## config.mk

```make
export PLATFORM = sky130hd
export DESIGN_NAME = keyframe_color_ramp
export DESIGN_NICKNAME = d
export VERILOG_FILES = /design/src/sv/kcr_pkg.sv /design/src/sv/kcr_csr.sv /design/src/sv/kcr_ctrl.sv /design/src/sv/kcr_dp.sv /design/src/sv/keyframe_color_ramp.sv
export SDC_FILE = /design/constraint.sdc
export NUM_CORES = 2
export LEC_CHECK = 0
export BUFFER_PORTS_ARGS = -buffer_cell sky130_fd_sc_hd__buf_2
export CAP_MARGIN = 10
export CORE_UTILIZATION = 30
export DETAILED_ROUTE_END_ITERATION = 16
export MAX_ROUTING_LAYER = met4
export PLACE_DENSITY = 0.53
export SLEW_MARGIN = 20
export SYNTH_ARGS = -nofsm -noshare
export SYNTH_HDL_FRONTEND = slang
export SYNTH_SLANG_ARGS = --single-unit
```

## constraint.sdc

```tcl
create_clock -name clock -period 12.9 [get_ports clock]
set_input_delay 1.935 -clock clock [delete_from_list [all_inputs] [get_ports clock]]
set_output_delay 1.935 -clock clock [all_outputs]
set_load 0.005 [all_outputs]
```

## src/sv/kcr_pkg.sv

```systemverilog
// shared constants, types and helpers for the keyframe color ramp
package kcr_pkg;

   localparam int KEYS_MAX   = 5;
   localparam int KEY_W      = 41;
   localparam int ANGLE_W    = 17;
   localparam int RATE_W     = 16;
   localparam int ELAPSED_W  = 16;
   localparam int CHAN_W     = 8;
   localparam int IDX_W      = 3;
   localparam int COUNT_W    = 3;
   localparam int CSR_IDX_W  = 3;
   localparam int FRAC_W     = 17;
   localparam int TIME_LSB   = 24;

   localparam logic [ANGLE_W-1:0] PERIOD  = 17'd92160;
   localparam logic [FRAC_W-1:0]  ONE_Q16 = 17'd65536;

   // register indexes
   localparam logic [CSR_IDX_W-1:0] CSR_ADVANCE_RATE = 3'd0;
   localparam logic [CSR_IDX_W-1:0] CSR_KEY_COUNT    = 3'd1;
   localparam logic [CSR_IDX_W-1:0] CSR_KEY_ZERO     = 3'd2;
   localparam logic [CSR_IDX_W-1:0] CSR_KEY_FOUR     = 3'd6;

   localparam logic [RATE_W-1:0]  RATE_RESET  = 16'd1408;
   localparam logic [COUNT_W-1:0] COUNT_RESET = 3'd5;
   localparam logic [KEY_W-1:0]   KEY_RESET [KEYS_MAX] = '{
      41'd128852958750,
      41'd386563609683,
      41'd773108840845,
      41'd1159653678272,
      41'd1417341181470
   };

   // time field of a key, folded into one period
   function automatic logic [ANGLE_W-1:0] key_time(input logic [KEY_W-1:0] key);
      logic [ANGLE_W-1:0] t;
      t = key[KEY_W-1:TIME_LSB];
      return (t >= PERIOD) ? t - PERIOD : t;
   endfunction

   localparam logic [ANGLE_W-1:0] KEY0_TIME = key_time(KEY_RESET[0]);
   localparam logic [ANGLE_W-1:0] POS_RESET =
      (KEY0_TIME == '0) ? PERIOD - 17'd1 : KEY0_TIME - 17'd1;

   typedef struct packed {
      logic       load_in;
      logic       mul;
      logic       pos;
      logic       offset;
      logic       setup;
      logic       div_step;
      logic       mix_step;
      logic [1:0] mix_chan;
      logic       out_load;
   } cmd_type;

   typedef struct packed {
      logic div_needed;
      logic slot_free;
   } status_type;

endpackage

```

## src/sv/kcr_csr.sv

```systemverilog
// configuration register file: advance rate, key count and keyframes
module kcr_csr #(
   parameter int MAX_KEYS = kcr_pkg::KEYS_MAX
) (
   input  logic                                clock,
   input  logic                                reset,
   input  logic                                csr_valid,
   input  logic [kcr_pkg::CSR_IDX_W-1:0]       csr_index,
   input  logic [kcr_pkg::KEY_W-1:0]           csr_data,
   output logic                                csr_ready,
   output logic [kcr_pkg::RATE_W-1:0]          advance_rate,
   output logic [kcr_pkg::COUNT_W-1:0]         key_count,
   output logic [kcr_pkg::KEY_W-1:0]           keys [MAX_KEYS]
);
   import kcr_pkg::*;

   logic [RATE_W-1:0]  rate_ff;
   logic [COUNT_W-1:0] count_ff;
   logic [KEY_W-1:0]   keys_ff [MAX_KEYS];
   logic [CSR_IDX_W-1:0] key_sel;

   assign csr_ready = 1'b1;
   assign key_sel   = csr_index - CSR_KEY_ZERO;

   always_ff @(posedge clock) begin
      if (reset) begin
         rate_ff  <= RATE_RESET;
         count_ff <= COUNT_RESET;
         for (int i = 0; i < MAX_KEYS; i++) begin
            keys_ff[i] <= KEY_RESET[i];
         end
      end else if (csr_valid) begin
         if (csr_index == CSR_ADVANCE_RATE) begin
            rate_ff <= csr_data[RATE_W-1:0];
         end
         if (csr_index == CSR_KEY_COUNT) begin
            count_ff <= csr_data[COUNT_W-1:0];
         end
         // keys past the parameter limit are never read, so they are not kept
         for (int i = 0; i < MAX_KEYS; i++) begin
            if (csr_index >= CSR_KEY_ZERO && csr_index <= CSR_KEY_FOUR &&
                key_sel == CSR_IDX_W'(i)) begin
               keys_ff[i] <= csr_data;
            end
         end
      end
   end

   assign advance_rate = rate_ff;
   assign key_count    = count_ff;
   always_comb begin
      for (int i = 0; i < MAX_KEYS; i++) begin
         keys[i] = keys_ff[i];
      end
   end

endmodule

```

## src/sv/kcr_ctrl.sv

```systemverilog
// sequencing state machine for one item
module kcr_ctrl (
   input  logic                  clock,
   input  logic                  reset,
   input  logic                  req_valid,
   output logic                  req_ready,
   input  kcr_pkg::status_type   status,
   output kcr_pkg::cmd_type      cmd
);
   import kcr_pkg::*;

   localparam logic [2:0] S_IDLE  = 3'd0;
   localparam logic [2:0] S_MUL   = 3'd1;
   localparam logic [2:0] S_POS   = 3'd2;
   localparam logic [2:0] S_DIST  = 3'd3;
   localparam logic [2:0] S_SETUP = 3'd4;
   localparam logic [2:0] S_DIV   = 3'd5;
   localparam logic [2:0] S_MIX   = 3'd6;
   localparam logic [2:0] S_OUT   = 3'd7;

   localparam logic [4:0] DIV_LAST = 5'(FRAC_W - 1);
   localparam logic [4:0] MIX_LAST = 5'd2;

   logic [2:0] state_ff, state_in;
   logic [4:0] cnt_ff, cnt_in;

   always_comb begin
      state_in = state_ff;
      cnt_in   = cnt_ff;
      cmd      = '0;
      cmd.mix_chan = cnt_ff[1:0];
      unique case (state_ff)
         S_IDLE: begin
            if (req_valid) begin
               cmd.load_in = 1'b1;
               state_in    = S_MUL;
            end
         end
         S_MUL: begin
            cmd.mul  = 1'b1;
            state_in = S_POS;
         end
         S_POS: begin
            cmd.pos  = 1'b1;
            state_in = S_DIST;
         end
         S_DIST: begin
            cmd.offset = 1'b1;
            state_in   = S_SETUP;
         end
         S_SETUP: begin
            cmd.setup = 1'b1;
            cnt_in    = '0;
            state_in  = status.div_needed ? S_DIV : S_MIX;
         end
         S_DIV: begin
            cmd.div_step = 1'b1;
            if (cnt_ff == DIV_LAST) begin
               cnt_in   = '0;
               state_in = S_MIX;
            end else begin
               cnt_in = cnt_ff + 5'd1;
            end
         end
         S_MIX: begin
            cmd.mix_step = 1'b1;
            cnt_in       = cnt_ff + 5'd1;
            if (cnt_ff == MIX_LAST) begin
               state_in = S_OUT;
            end
         end
         S_OUT: begin
            if (status.slot_free) begin
               cmd.out_load = 1'b1;
               state_in     = S_IDLE;
            end
         end
         default: state_in = S_IDLE;
      endcase
   end

   always_ff @(posedge clock) begin
      if (reset) begin
         state_ff <= S_IDLE;
         cnt_ff   <= '0;
      end else begin
         state_ff <= state_in;
         cnt_ff   <= cnt_in;
      end
   end

   assign req_ready = (state_ff == S_IDLE);

endmodule

```

## src/sv/kcr_dp.sv

```systemverilog
// datapath: position, segment fraction divider, color lerp, output register
module kcr_dp #(
   parameter int MAX_KEYS = kcr_pkg::KEYS_MAX
) (
   input  logic                              clock,
   input  logic                              reset,
   input  kcr_pkg::cmd_type                  cmd,
   output kcr_pkg::status_type               status,
   input  logic [kcr_pkg::ELAPSED_W-1:0]     req_elapsed_time,
   input  logic [kcr_pkg::RATE_W-1:0]        advance_rate,
   input  logic [kcr_pkg::COUNT_W-1:0]       key_count,
   input  logic [kcr_pkg::KEY_W-1:0]         keys [MAX_KEYS],
   output logic                              rsp_valid,
   input  logic                              rsp_ready,
   output logic [kcr_pkg::CHAN_W-1:0]        rsp_red_out,
   output logic [kcr_pkg::CHAN_W-1:0]        rsp_green_out,
   output logic [kcr_pkg::CHAN_W-1:0]        rsp_blue_out,
   output logic [kcr_pkg::IDX_W-1:0]         rsp_segment_from
);
   import kcr_pkg::*;

   localparam int KI_W = (MAX_KEYS > 1) ? $clog2(MAX_KEYS) : 1;
   localparam logic [IDX_W-1:0] KEYS_LIM = IDX_W'(MAX_KEYS);
   localparam logic [IDX_W-1:0] MIN_KEYS = 3'd2;

   logic [ELAPSED_W-1:0] elapsed_ff;
   logic [RATE_W-1:0]    delta_ff;
   logic [ANGLE_W-1:0]   pos_ff, pos_in;
   logic [IDX_W-1:0]     from_ff, to_ff, cur_from_ff, cur_to_ff;
   logic [ANGLE_W-1:0]   ft_ff, span_ff, d_ff;
   logic [ANGLE_W:0]     rem_ff;
   logic [FRAC_W-1:0]    quo_ff;
   logic                 step_ff;
   logic [CHAN_W-1:0]    col_ff [3];
   logic                 rsp_valid_ff;
   logic [CHAN_W-1:0]    red_ff, green_ff, blue_ff;
   logic [IDX_W-1:0]     seg_ff;

   // advance
   logic [ELAPSED_W+RATE_W-1:0] adv_prod;
   logic [ANGLE_W:0]            pos_sum;
   assign adv_prod = elapsed_ff * advance_rate;
   assign pos_sum  = {1'b0, pos_ff} + (ANGLE_W+1)'(delta_ff);
   assign pos_in   = (pos_sum >= {1'b0, PERIOD}) ? ANGLE_W'(pos_sum - {1'b0, PERIOD})
                                                 : pos_sum[ANGLE_W-1:0];

   // segment keys, out-of-range indices fall back to key zero
   logic [IDX_W-1:0]   safe_from, safe_to;
   logic [ANGLE_W-1:0] ft_c, tt_c, span_c;
   assign safe_from = (from_ff < KEYS_LIM) ? from_ff : '0;
   assign safe_to   = (to_ff < KEYS_LIM) ? to_ff : '0;
   assign ft_c   = key_time(keys[safe_from[KI_W-1:0]]);
   assign tt_c   = key_time(keys[safe_to[KI_W-1:0]]);
   assign span_c = (tt_c >= ft_c) ? tt_c - ft_c : tt_c + PERIOD - ft_c;

   logic [ANGLE_W-1:0] d_c;
   assign d_c = (pos_ff >= ft_ff) ? pos_ff - ft_ff : pos_ff + PERIOD - ft_ff;

   // classify position against the segment
   logic in_seg, before_seg;
   assign in_seg     = (d_ff <= span_ff);
   assign before_seg = ({d_ff, 1'b0} > ({1'b0, PERIOD} + {1'b0, span_ff}));

   // restoring divider, one quotient bit per step
   logic             div_ge;
   logic [ANGLE_W:0] div_rem;
   assign div_ge  = (rem_ff >= {1'b0, span_ff});
   assign div_rem = div_ge ? rem_ff - {1'b0, span_ff} : rem_ff;

   // lerp: a + round((b - a) * f / 65536)
   logic [CHAN_W-1:0]      chan_a, chan_b;
   logic signed [CHAN_W:0] chan_diff;
   logic signed [CHAN_W+FRAC_W+1:0] lerp_prod, lerp_sum;
   logic [CHAN_W+2:0]      lerp_out;
   logic [KEY_W-1:0]       key_a, key_b;
   assign key_a     = keys[cur_from_ff[KI_W-1:0]];
   assign key_b     = keys[cur_to_ff[KI_W-1:0]];
   assign chan_a    = key_a[cmd.mix_chan*CHAN_W +: CHAN_W];
   assign chan_b    = key_b[cmd.mix_chan*CHAN_W +: CHAN_W];
   assign chan_diff = $signed({1'b0, chan_b}) - $signed({1'b0, chan_a});
   assign lerp_prod = chan_diff * $signed({1'b0, quo_ff});
   assign lerp_sum  = lerp_prod + (CHAN_W+FRAC_W+2)'(32768);
   assign lerp_out  = (CHAN_W+3)'(chan_a) + lerp_sum[CHAN_W+FRAC_W+1:16];

   // key step
   logic [IDX_W-1:0] used_cnt, next_to;
   assign used_cnt = (key_count < MIN_KEYS) ? MIN_KEYS :
                     (key_count > KEYS_LIM) ? KEYS_LIM : key_count;
   assign next_to  = ((cur_to_ff + 3'd1) >= used_cnt) ? '0 : cur_to_ff + 3'd1;

   always_comb begin
      status.div_needed = in_seg && (span_ff != '0);
      status.slot_free  = !rsp_valid_ff || rsp_ready;
   end

   always_ff @(posedge clock) begin
      if (cmd.load_in) begin
         elapsed_ff <= req_elapsed_time;
      end
      if (cmd.mul) begin
         delta_ff <= adv_prod[ELAPSED_W+RATE_W-1:16];
      end
      if (cmd.pos) begin
         cur_from_ff <= safe_from;
         cur_to_ff   <= safe_to;
         ft_ff       <= ft_c;
         span_ff     <= span_c;
      end
      if (cmd.offset) begin
         d_ff <= d_c;
      end
      if (cmd.setup) begin
         rem_ff  <= {1'b0, d_ff};
         step_ff <= !in_seg && !before_seg;
         if (in_seg) begin
            quo_ff <= (span_ff == '0) ? ONE_Q16 : '0;
         end else begin
            quo_ff <= before_seg ? '0 : ONE_Q16;
         end
      end
      if (cmd.div_step) begin
         rem_ff <= {div_rem[ANGLE_W-1:0], 1'b0};
         quo_ff <= {quo_ff[FRAC_W-2:0], div_ge};
      end
      if (cmd.mix_step) begin
         col_ff[cmd.mix_chan] <= lerp_out[CHAN_W-1:0];
      end
      if (cmd.out_load) begin
         red_ff   <= col_ff[0];
         green_ff <= col_ff[1];
         blue_ff  <= col_ff[2];
         seg_ff   <= cur_from_ff;
      end
   end

   always_ff @(posedge clock) begin
      if (reset) begin
         pos_ff       <= POS_RESET;
         from_ff      <= 3'd0;
         to_ff        <= 3'd1;
         rsp_valid_ff <= 1'b0;
      end else begin
         if (cmd.pos) begin
            pos_ff <= pos_in;
         end
         if (cmd.out_load) begin
            from_ff      <= step_ff ? cur_to_ff : cur_from_ff;
            to_ff        <= step_ff ? next_to : cur_to_ff;
            rsp_valid_ff <= 1'b1;
         end else if (rsp_ready) begin
            rsp_valid_ff <= 1'b0;
         end
      end
   end

   assign rsp_valid        = rsp_valid_ff;
   assign rsp_red_out      = red_ff;
   assign rsp_green_out    = green_ff;
   assign rsp_blue_out     = blue_ff;
   assign rsp_segment_from = seg_ff;

endmodule

```

## src/sv/keyframe_color_ramp.sv

```systemverilog
// keyframe color ramp: one item at a time, a new item is taken only once the last is in the output register
// the segment fraction comes from a 17-step restoring divider, followed by 3 lerp steps
// a finished result waits in the output register while the next item is taken
// reset (synchronous): configuration registers to defaults, position one unit before key 0, segment 0 to 1
module keyframe_color_ramp #(
   parameter int MAX_KEYS = kcr_pkg::KEYS_MAX
) (
   input  logic                            clock,
   input  logic                            reset,
   // item input
   input  logic                            req_valid,
   output logic                            req_ready,
   input  logic [kcr_pkg::ELAPSED_W-1:0]   req_elapsed_time,
   // result output
   output logic                            rsp_valid,
   input  logic                            rsp_ready,
   output logic [kcr_pkg::CHAN_W-1:0]      rsp_red_out,
   output logic [kcr_pkg::CHAN_W-1:0]      rsp_green_out,
   output logic [kcr_pkg::CHAN_W-1:0]      rsp_blue_out,
   output logic [kcr_pkg::IDX_W-1:0]       rsp_segment_from,
   // configuration writes
   input  logic                            csr_valid,
   output logic                            csr_ready,
   input  logic [kcr_pkg::CSR_IDX_W-1:0]   csr_index,
   input  logic [kcr_pkg::KEY_W-1:0]       csr_data
);
   import kcr_pkg::*;

   // register file outputs
   logic [RATE_W-1:0]  advance_rate;
   logic [COUNT_W-1:0] key_count;
   logic [KEY_W-1:0]   keys [MAX_KEYS];

   // controller to datapath
   cmd_type    cmd;
   status_type status;

   // every transfer on the csr channel is accepted at once, the port never stalls
   kcr_csr #(
      .MAX_KEYS(MAX_KEYS)
   ) u_csr (
      .clock        (clock),
      .reset        (reset),
      .csr_valid    (csr_valid),
      .csr_index    (csr_index),
      .csr_data     (csr_data),
      .csr_ready    (csr_ready),
      .advance_rate (advance_rate),
      .key_count    (key_count),
      .keys         (keys)
   );

   // sequencer: accept, advance multiply, position wrap, distance, classify,
   // divide (only inside the segment with a nonzero span), three lerps, output
   kcr_ctrl u_ctrl (
      .clock     (clock),
      .reset     (reset),
      .req_valid (req_valid),
      .req_ready (req_ready),
      .status    (status),
      .cmd       (cmd)
   );

   // datapath holds the cycle position and the keyframe indices as well
   kcr_dp #(
      .MAX_KEYS(MAX_KEYS)
   ) u_dp (
      .clock            (clock),
      .reset            (reset),
      .cmd              (cmd),
      .status           (status),
      .req_elapsed_time (req_elapsed_time),
      .advance_rate     (advance_rate),
      .key_count        (key_count),
      .keys             (keys),
      .rsp_valid        (rsp_valid),
      .rsp_ready        (rsp_ready),
      .rsp_red_out      (rsp_red_out),
      .rsp_green_out    (rsp_green_out),
      .rsp_blue_out     (rsp_blue_out),
      .rsp_segment_from (rsp_segment_from)
   );

endmodule
```

# [Word-level counts from Yosys, hierarchy flattened]
# Memory sizes are Yosys's and may differ from the RTL's. A register that Yosys moved wholly into a read port is not among the register bits.
# Cells that the tools add are included.
[totals] out_inout_bits=30 memories=2 register_bits=179 ram_bits=229 input_bits=65
[op_classes] n_eq_ne=18 bitwise_logic=9 add_sub_neg=18 multipliers=2 n_lt_le_gt_ge=19 muxes=81 shifts=2 reduce_logical=23
[mem_list] memory="u_csr.keys_ff" depth=5 width=41 read_ports=5 rd_clocked_by_memory_dff=0 write_ports=5 line="kcr_csr.sv:19" text="logic [KEY_W-1:0] keys_ff [MAX_KEYS];"
[mem_list] memory="u_dp.col_ff" depth=3 width=8 read_ports=3 rd_clocked_by_memory_dff=3 write_ports=1 line="kcr_dp.sv:34" text="logic [CHAN_W-1:0] col_ff [3];"
[ops] cell="$mux W41" n=13
[ops] cell="$bmux W41 S3" n=4
[ops] cell="$mux W17" n=11
[ops] cell="$sub A17 B17 Y17" n=5
[ops] cell="$shiftx A41 B6 Y8" n=2
[ops] cell="$sub A17 B17 Y17 const B" n=3
[ops] cell="$mux W1" n=36
[ops] cell="$mux W18" n=2
[ops] cell="$add A17 B17 Y17 const B" n=2
[ops] cell="$ge A17 B17 Y1" n=2
[ops] cell="$ge A17 B17 Y1 const B" n=2
[ops] cell="$mux W3" n=11
[ops] cell="$mul A16 B16 Y32" n=1
[ops] cell="$add A24 B17 Y24 const B" n=1
[ops] cell="$mul A9 B18 Y24" n=1
[ops] cell="$pmux W3 S8" n=1
[ops] cell="$add A17 B16 Y18" n=1
[ops] cell="$add A17 B17 Y18 const A" n=1
[ops] cell="$ge A18 B17 Y1" n=1
[ops] cell="$ge A18 B17 Y1 const B" n=1
[ops] cell="$gt A18 B18 Y1" n=1
[ops] cell="$le A17 B17 Y1" n=1
[ops] cell="$logic_not A17 Y1" n=1
[ops] cell="$reduce_bool A17 Y1" n=1
[ops] cell="32 further kinds" n=67

# [Depth between registers and ports, before layout]
[logic_depth] word_depth=11 ltp_mapped=45

# [Modules after synthesis]
# From an unflattened synthesis, not the netlist that was laid out.
[hier_totals] hier_cells=3542 area_unflattened_um2=37679.9
[modules_own_cells] module="kcr_dp" cells_per_inst=3086 instances=1 area_each_um2=29643.4
[modules_own_cells] module="kcr_csr" cells_per_inst=387 instances=1 area_each_um2=7465.9
[modules_own_cells] module="kcr_ctrl" cells_per_inst=69 instances=1 area_each_um2=570.5

# [Least setup slack after synthesis]
# No wires, ideal clock.
[synth_timing] path_kind="reg-to-reg" start="register u_ctrl.cnt_ff[0]" end="memory u_dp.col_ff[0][7], data pin" period_less_slack_ns=10.713 stages_incl_launch_ff=43 arrival_time_ns=10.446 setup_slack_ns=2.187 cell_sequence="dfxtp_1 > buf_1 > clkbuf_1 > clkbuf_1 > buf_1 > mux4_2 > mux2i_1 > o22ai_1 > ha_1 > fa_1 > nor2b_1 > o21ai_0 > a21boi_0 > o21ai_0 > nand2b_1 > xor2_1 > clkbuf_1 > nand2_1 > [7 not listed] > inv_1 > ha_1 > nand2_1 > or4_1 > a221oi_1 > o21a_1 > o21ai_0 > nor2b_1 > xnor2_1 > ha_1 > a21o_1 > a21oi_1 > o21ai_0 > o21a_1 > o21a_1 > o31ai_1 > xnor3_1 > xnor2_1"
[synth_between] elab_chain_cells=5
[synth_lines] element="from (decl)" line="kcr_ctrl.sv:25" text="logic [4:0] cnt_ff, cnt_in;"
[synth_lines] element="from (signal assigned)" line="kcr_ctrl.sv:88" text="cnt_ff <= cnt_in;"
[synth_lines] element="$shiftx A41 B6 Y8, on equally long branches" line="kcr_dp.sv:79, kcr_dp.sv:78"
[synth_lines] element="$sub A8 B8 Y9" line="kcr_dp.sv:80" text="assign chan_diff = $signed({1'b0, chan_b}) - $signed({1'b0, chan_a});"
[synth_lines] element="$mul A9 B18 Y24" line="kcr_dp.sv:81" text="assign lerp_prod = chan_diff * $signed({1'b0, quo_ff});"
[synth_lines] element="$add A24 B17 Y24" line="kcr_dp.sv:82" text="assign lerp_sum = lerp_prod + (CHAN_W+FRAC_W+2)'(32768);"
[synth_lines] element="$add A8 B8 Y8 (*)" line="kcr_dp.sv:83" text="assign lerp_out = (CHAN_W+3)'(chan_a) + lerp_sum[CHAN_W+FRAC_W+1:16];"
[synth_lines] element="net u_dp.lerp_out[7]" line="kcr_dp.sv:74" text="logic [CHAN_W+2:0] lerp_out;"
[synth_lines] element="to (decl)" line="kcr_dp.sv:34"
# Mark *: on every way through the listed nets, which the timed path passes. The rest lies on a longest branch.

# [Final worst setup path]
[layout_timing] start="register u_dp.cur_from_ff[0]" end="memory u_dp.col_ff[0][7], data pin"
[layout_between] elab_chain_cells=9
[layout_lines] element="from (decl)" line="kcr_dp.sv:29" text="logic [IDX_W-1:0] from_ff, to_ff, cur_from_ff, cur_to_ff;"
[layout_lines] element="from (signal assigned)" line="kcr_dp.sv:104" text="cur_from_ff <= safe_from;"
[layout_lines] element="$not A3 Y4 (not written as such) (*)" line="kcr_dp.sv:76" text="assign key_a = keys[cur_from_ff[KI_W-1:0]];"
[layout_lines] element="$bmux W41 S3 (*)" line="kcr_dp.sv:76"
[layout_lines] element="$mux W41 (not written as such) (*) (2 in a row)" line="kcr_dp.sv:76"
[layout_lines] element="$shiftx A41 B6 Y8 (*)" line="kcr_dp.sv:78" text="assign chan_a = key_a[cmd.mix_chan*CHAN_W +: CHAN_W];"
[layout_lines] element="$sub A8 B8 Y9" line="kcr_dp.sv:80"
[layout_lines] element="$mul A9 B18 Y24" line="kcr_dp.sv:81"
[layout_lines] element="$add A24 B17 Y24" line="kcr_dp.sv:82"
[layout_lines] element="$add A8 B8 Y8 (*)" line="kcr_dp.sv:83"
[layout_lines] element="net u_dp.lerp_out[7]" line="kcr_dp.sv:74"
# Mark *: on every way through the listed nets, which the timed path passes. The rest lies on a longest branch. The select of a mux whose other input is x is not followed.

==> impl_metrics.csv <==
group,metric,value,unit
run_status,run_status,"finished clean",
min_path,min_path_type,"reg -> reg",
clocking,cts_hold_buffers,0,
finish,syn2layout_area_growth,10.43,%
synth,synthFlopType,"edfxtp_1",
setup_path,crit_family,"compound AO/OA/AOI/OAI gates",
setup_path,critical_path_class,"reg -> reg",
job,maxCapViolations,0,
routing,detail-route-antenna-nets,0,
timing,period_share,86.04,%
synth,avgSynthCellArea,10.60,um2
global_routing,track_usage,16.28,%
synth,ys_types,83,
routing,drc_errors,0,
timing,setup_viol,0,
timing,tightest_slew,1.031,ns
global_routing,grt-ovfl-total,0,
routing,viasPerCell,4.904,
setup_path,crit_slowest_cell,"edfxtp_1",
routing,first_pass_iters,5,
setup_path,worstPathRequired,13.32,ns
synth,synth-seq-cells,432,
setup_path,cpPeakStageDelay,0.73,ns
global_routing,grt_pass1_wl,157300,um
timing,final_max_slew_viol_count,0,
finish,layout-drive-gt1-share,9.731,%
clocking,cts_tree,"yes",
finish,final_common_cell,"inv_1",
clocking,htreeDepth,2,
synth,syn_area,37840,um2
finish,nNetsFinal,4321,
timing,fin_worst_skew,0.04776,ns
placed_design,place_hpwl,76080,um
clocking,clock-root-buffer,"clkbuf_16",
finish,most-common-layout-cells,"inv_1 (458), nand2_1 (417), edfxtp_1 (380), fa_1 (330), ha_1 (319)",
setup_path,critPathBufInv,5,
clocking,cts_setup_buffers,0,
clocking,clkLatencyLatePin,0.63,ns
timing,hold_viol_final,0,
finish,fin_util,33.58,%
synth,synth_warnings,0,
setup_path,endpoint_kind,"flip-flop",
clocking,cts_buffers,50,
floorplanning,die-area,127500,um2
global_routing,antenna_found_initial,9,
timing,max_freq,90.10,MHz
timing,relSlewSlack,31.29,%
synth,synth_edf_count,380,
synth,synthCells,3570,
synth,yosysSeqAreaShare,32.91,%
setup_path,start_kind,"flip-flop",
setup_path,worst-path-max-fanout,17,
routing,first_iter_violations,1538,
clocking,cts_sinks,432,
timing,finalSetupTns,0,ns
floorplanning,rows,129,
clocking,ctsLongestPathBuffers,3,
routing,drt-total-wl,99930,um
finish,instances_no_fill,5286,
global_routing,grt_start_max_net_pins,62,
synth,syn-num-nets,4284,
clocking,ctsResizeCount,0,
timing,grt_setup_unrepaired,"no",
routing,wl_per_cell,18.90,um
timing,finalCriticalPeriod,11.10,ns
floorplanning,fp.dieW,357.1,um
global_routing,grt_pass1_vias,26960,
floorplanning,coreArea,124400,um2
routing,vias,25920,
placed_design,gp_congestion,0.8678,
floorplanning,start_util,30.40,%
placed_design,port_buffers,93,
floorplanning,ios,95,
setup_path,critPathArrivalTime,11.52,ns
clocking,clk_pin_slew,0.06,ns
setup_path,crit_path_frequent_cell,"fa_1",
placed_design,dp_cells,5192,
synth,async_reset_ff_share,0,%
floorplanning,die_h,357.1,um
[layer usage]
metal  vias to the layer above  part of all wire (%)  GRT usage, %  wire, um
li1                      12300                     -             -         -
met3                       130                   3.8         1.883      3761
met2                       472                    48         27.12     48330
met4                         0                   1.9         3.538      1884
met5                         -                     0             -         0
met1                     13020                    46         21.20     45960
[path summary, 6_finish.rpt]
path / from / end / slack [ns] / cells past startpoint
worst max-delay path: u_dp.cur_from_ff[0]$_DFFE_PP_ / u_dp.col_ff[0][7]$_DFFE_PP_ / 1.80 / 39
worst min-delay path: u_dp.col_ff[0][6]$_DFFE_PP_ / rsp_red_out[6]$_DFFE_PP_ / 0.41 / 0
worst max register to register: u_dp.cur_from_ff[0]$_DFFE_PP_ / u_dp.col_ff[0][7]$_DFFE_PP_ / 1.80 / 39
worst min register to register: u_dp.col_ff[0][6]$_DFFE_PP_ / rsp_red_out[6]$_DFFE_PP_ / 0.41 / 0
[synthesized netlist by cell type (37+ instances only)]
master / count / share of area, %
inv_1: 459 / 4.6
nand2_1: 421 / 4.2
edfxtp_1: 380 / 30
fa_1: 330 / 17
ha_1: 319 / 11
and2_1: 195 / 3.2
a21oi_1: 139 / 1.8
clkbuf_1: 120 / 1.2
nor2_1: 105 / 1.0
o21ai_0: 96 / 1.3
xnor2_1: 94 / 2.2
nand2b_1: 88 / 1.5
mux4_2: 72 / 4.3
dfxtp_1: 52 / 2.8
mux2i_1: 51 / 1.3
xor2_1: 45 / 1.0
nor2b_1: 43 / 0.71
nor3_1: 41 / 0.54
o22ai_1: 40 / 0.66
a211oi_1: 38 / 0.75
a21o_1: 37 / 0.73
[sequential cells by signal (all words and copies together), names as in the netlist, 3 cells and up]
register and cells:
u_ctrl.cnt_ff 5, u_dp.rem_ff 18, u_dp.quo_ff 17, u_dp.to_ff 3, u_dp.ft_ff 17, u_dp.cur_to_ff 3
u_dp.elapsed_ff 16, u_csr.keys_ff 205, u_dp.cur_from_ff 3, u_dp.pos_ff 17, u_dp.col_ff 24, u_dp.rsp_segment_from 3
rsp_blue_out 8, u_csr.advance_rate 16, u_dp.delta_ff 16, u_ctrl.state_ff 3, u_dp.d_ff 17, u_dp.span_ff 17
rsp_green_out 8, u_dp.from_ff 3, u_csr.key_count 3, rsp_red_out 8
[per-stage QoR]
step	cell area (um2)	hold WS [ns]	worst slack, ns
5_1_grt	41780	0.4263	0.8490
3_5_place_dp	40140	0.4045	1.692
3_3_place_gp	40140	0.4005	1.780
6_report	41780	0.4133	1.801
2_1_floorplan	37840	0.4003	2.187
4_1_cts	41770	0.4132	1.644
[cell families after synthesis]
kind of cell,count (synthesis),synth area share [%]
and+or+nand+nor,1042,13.79
xor gates and xnor gates,140,3.277
AOI/OAI and AO/OA,545,9.518
muxes,143,6.230
buffers and inverters,617,6.224
adders and majority gates,650,28.04
DFF,432,32.91
other,1,0.009911
[cell type report]
cell class,instances,area (um2)
Multi-Input combinational cell,2521,23090
Tap cell,1637,2048
Clock inverter,29,297.8
Antenna cell,1,2.502
Clock buffer,64,1335
Inverter,463,1738
Timing Repair Buffer,139,810.8
Fill cell,12550,82660
Sequential cell,432,12460
Power is left out: the tool's default activity adds up to more than one toggle a clock period on the data nets, which glitch-free logic cannot reach.
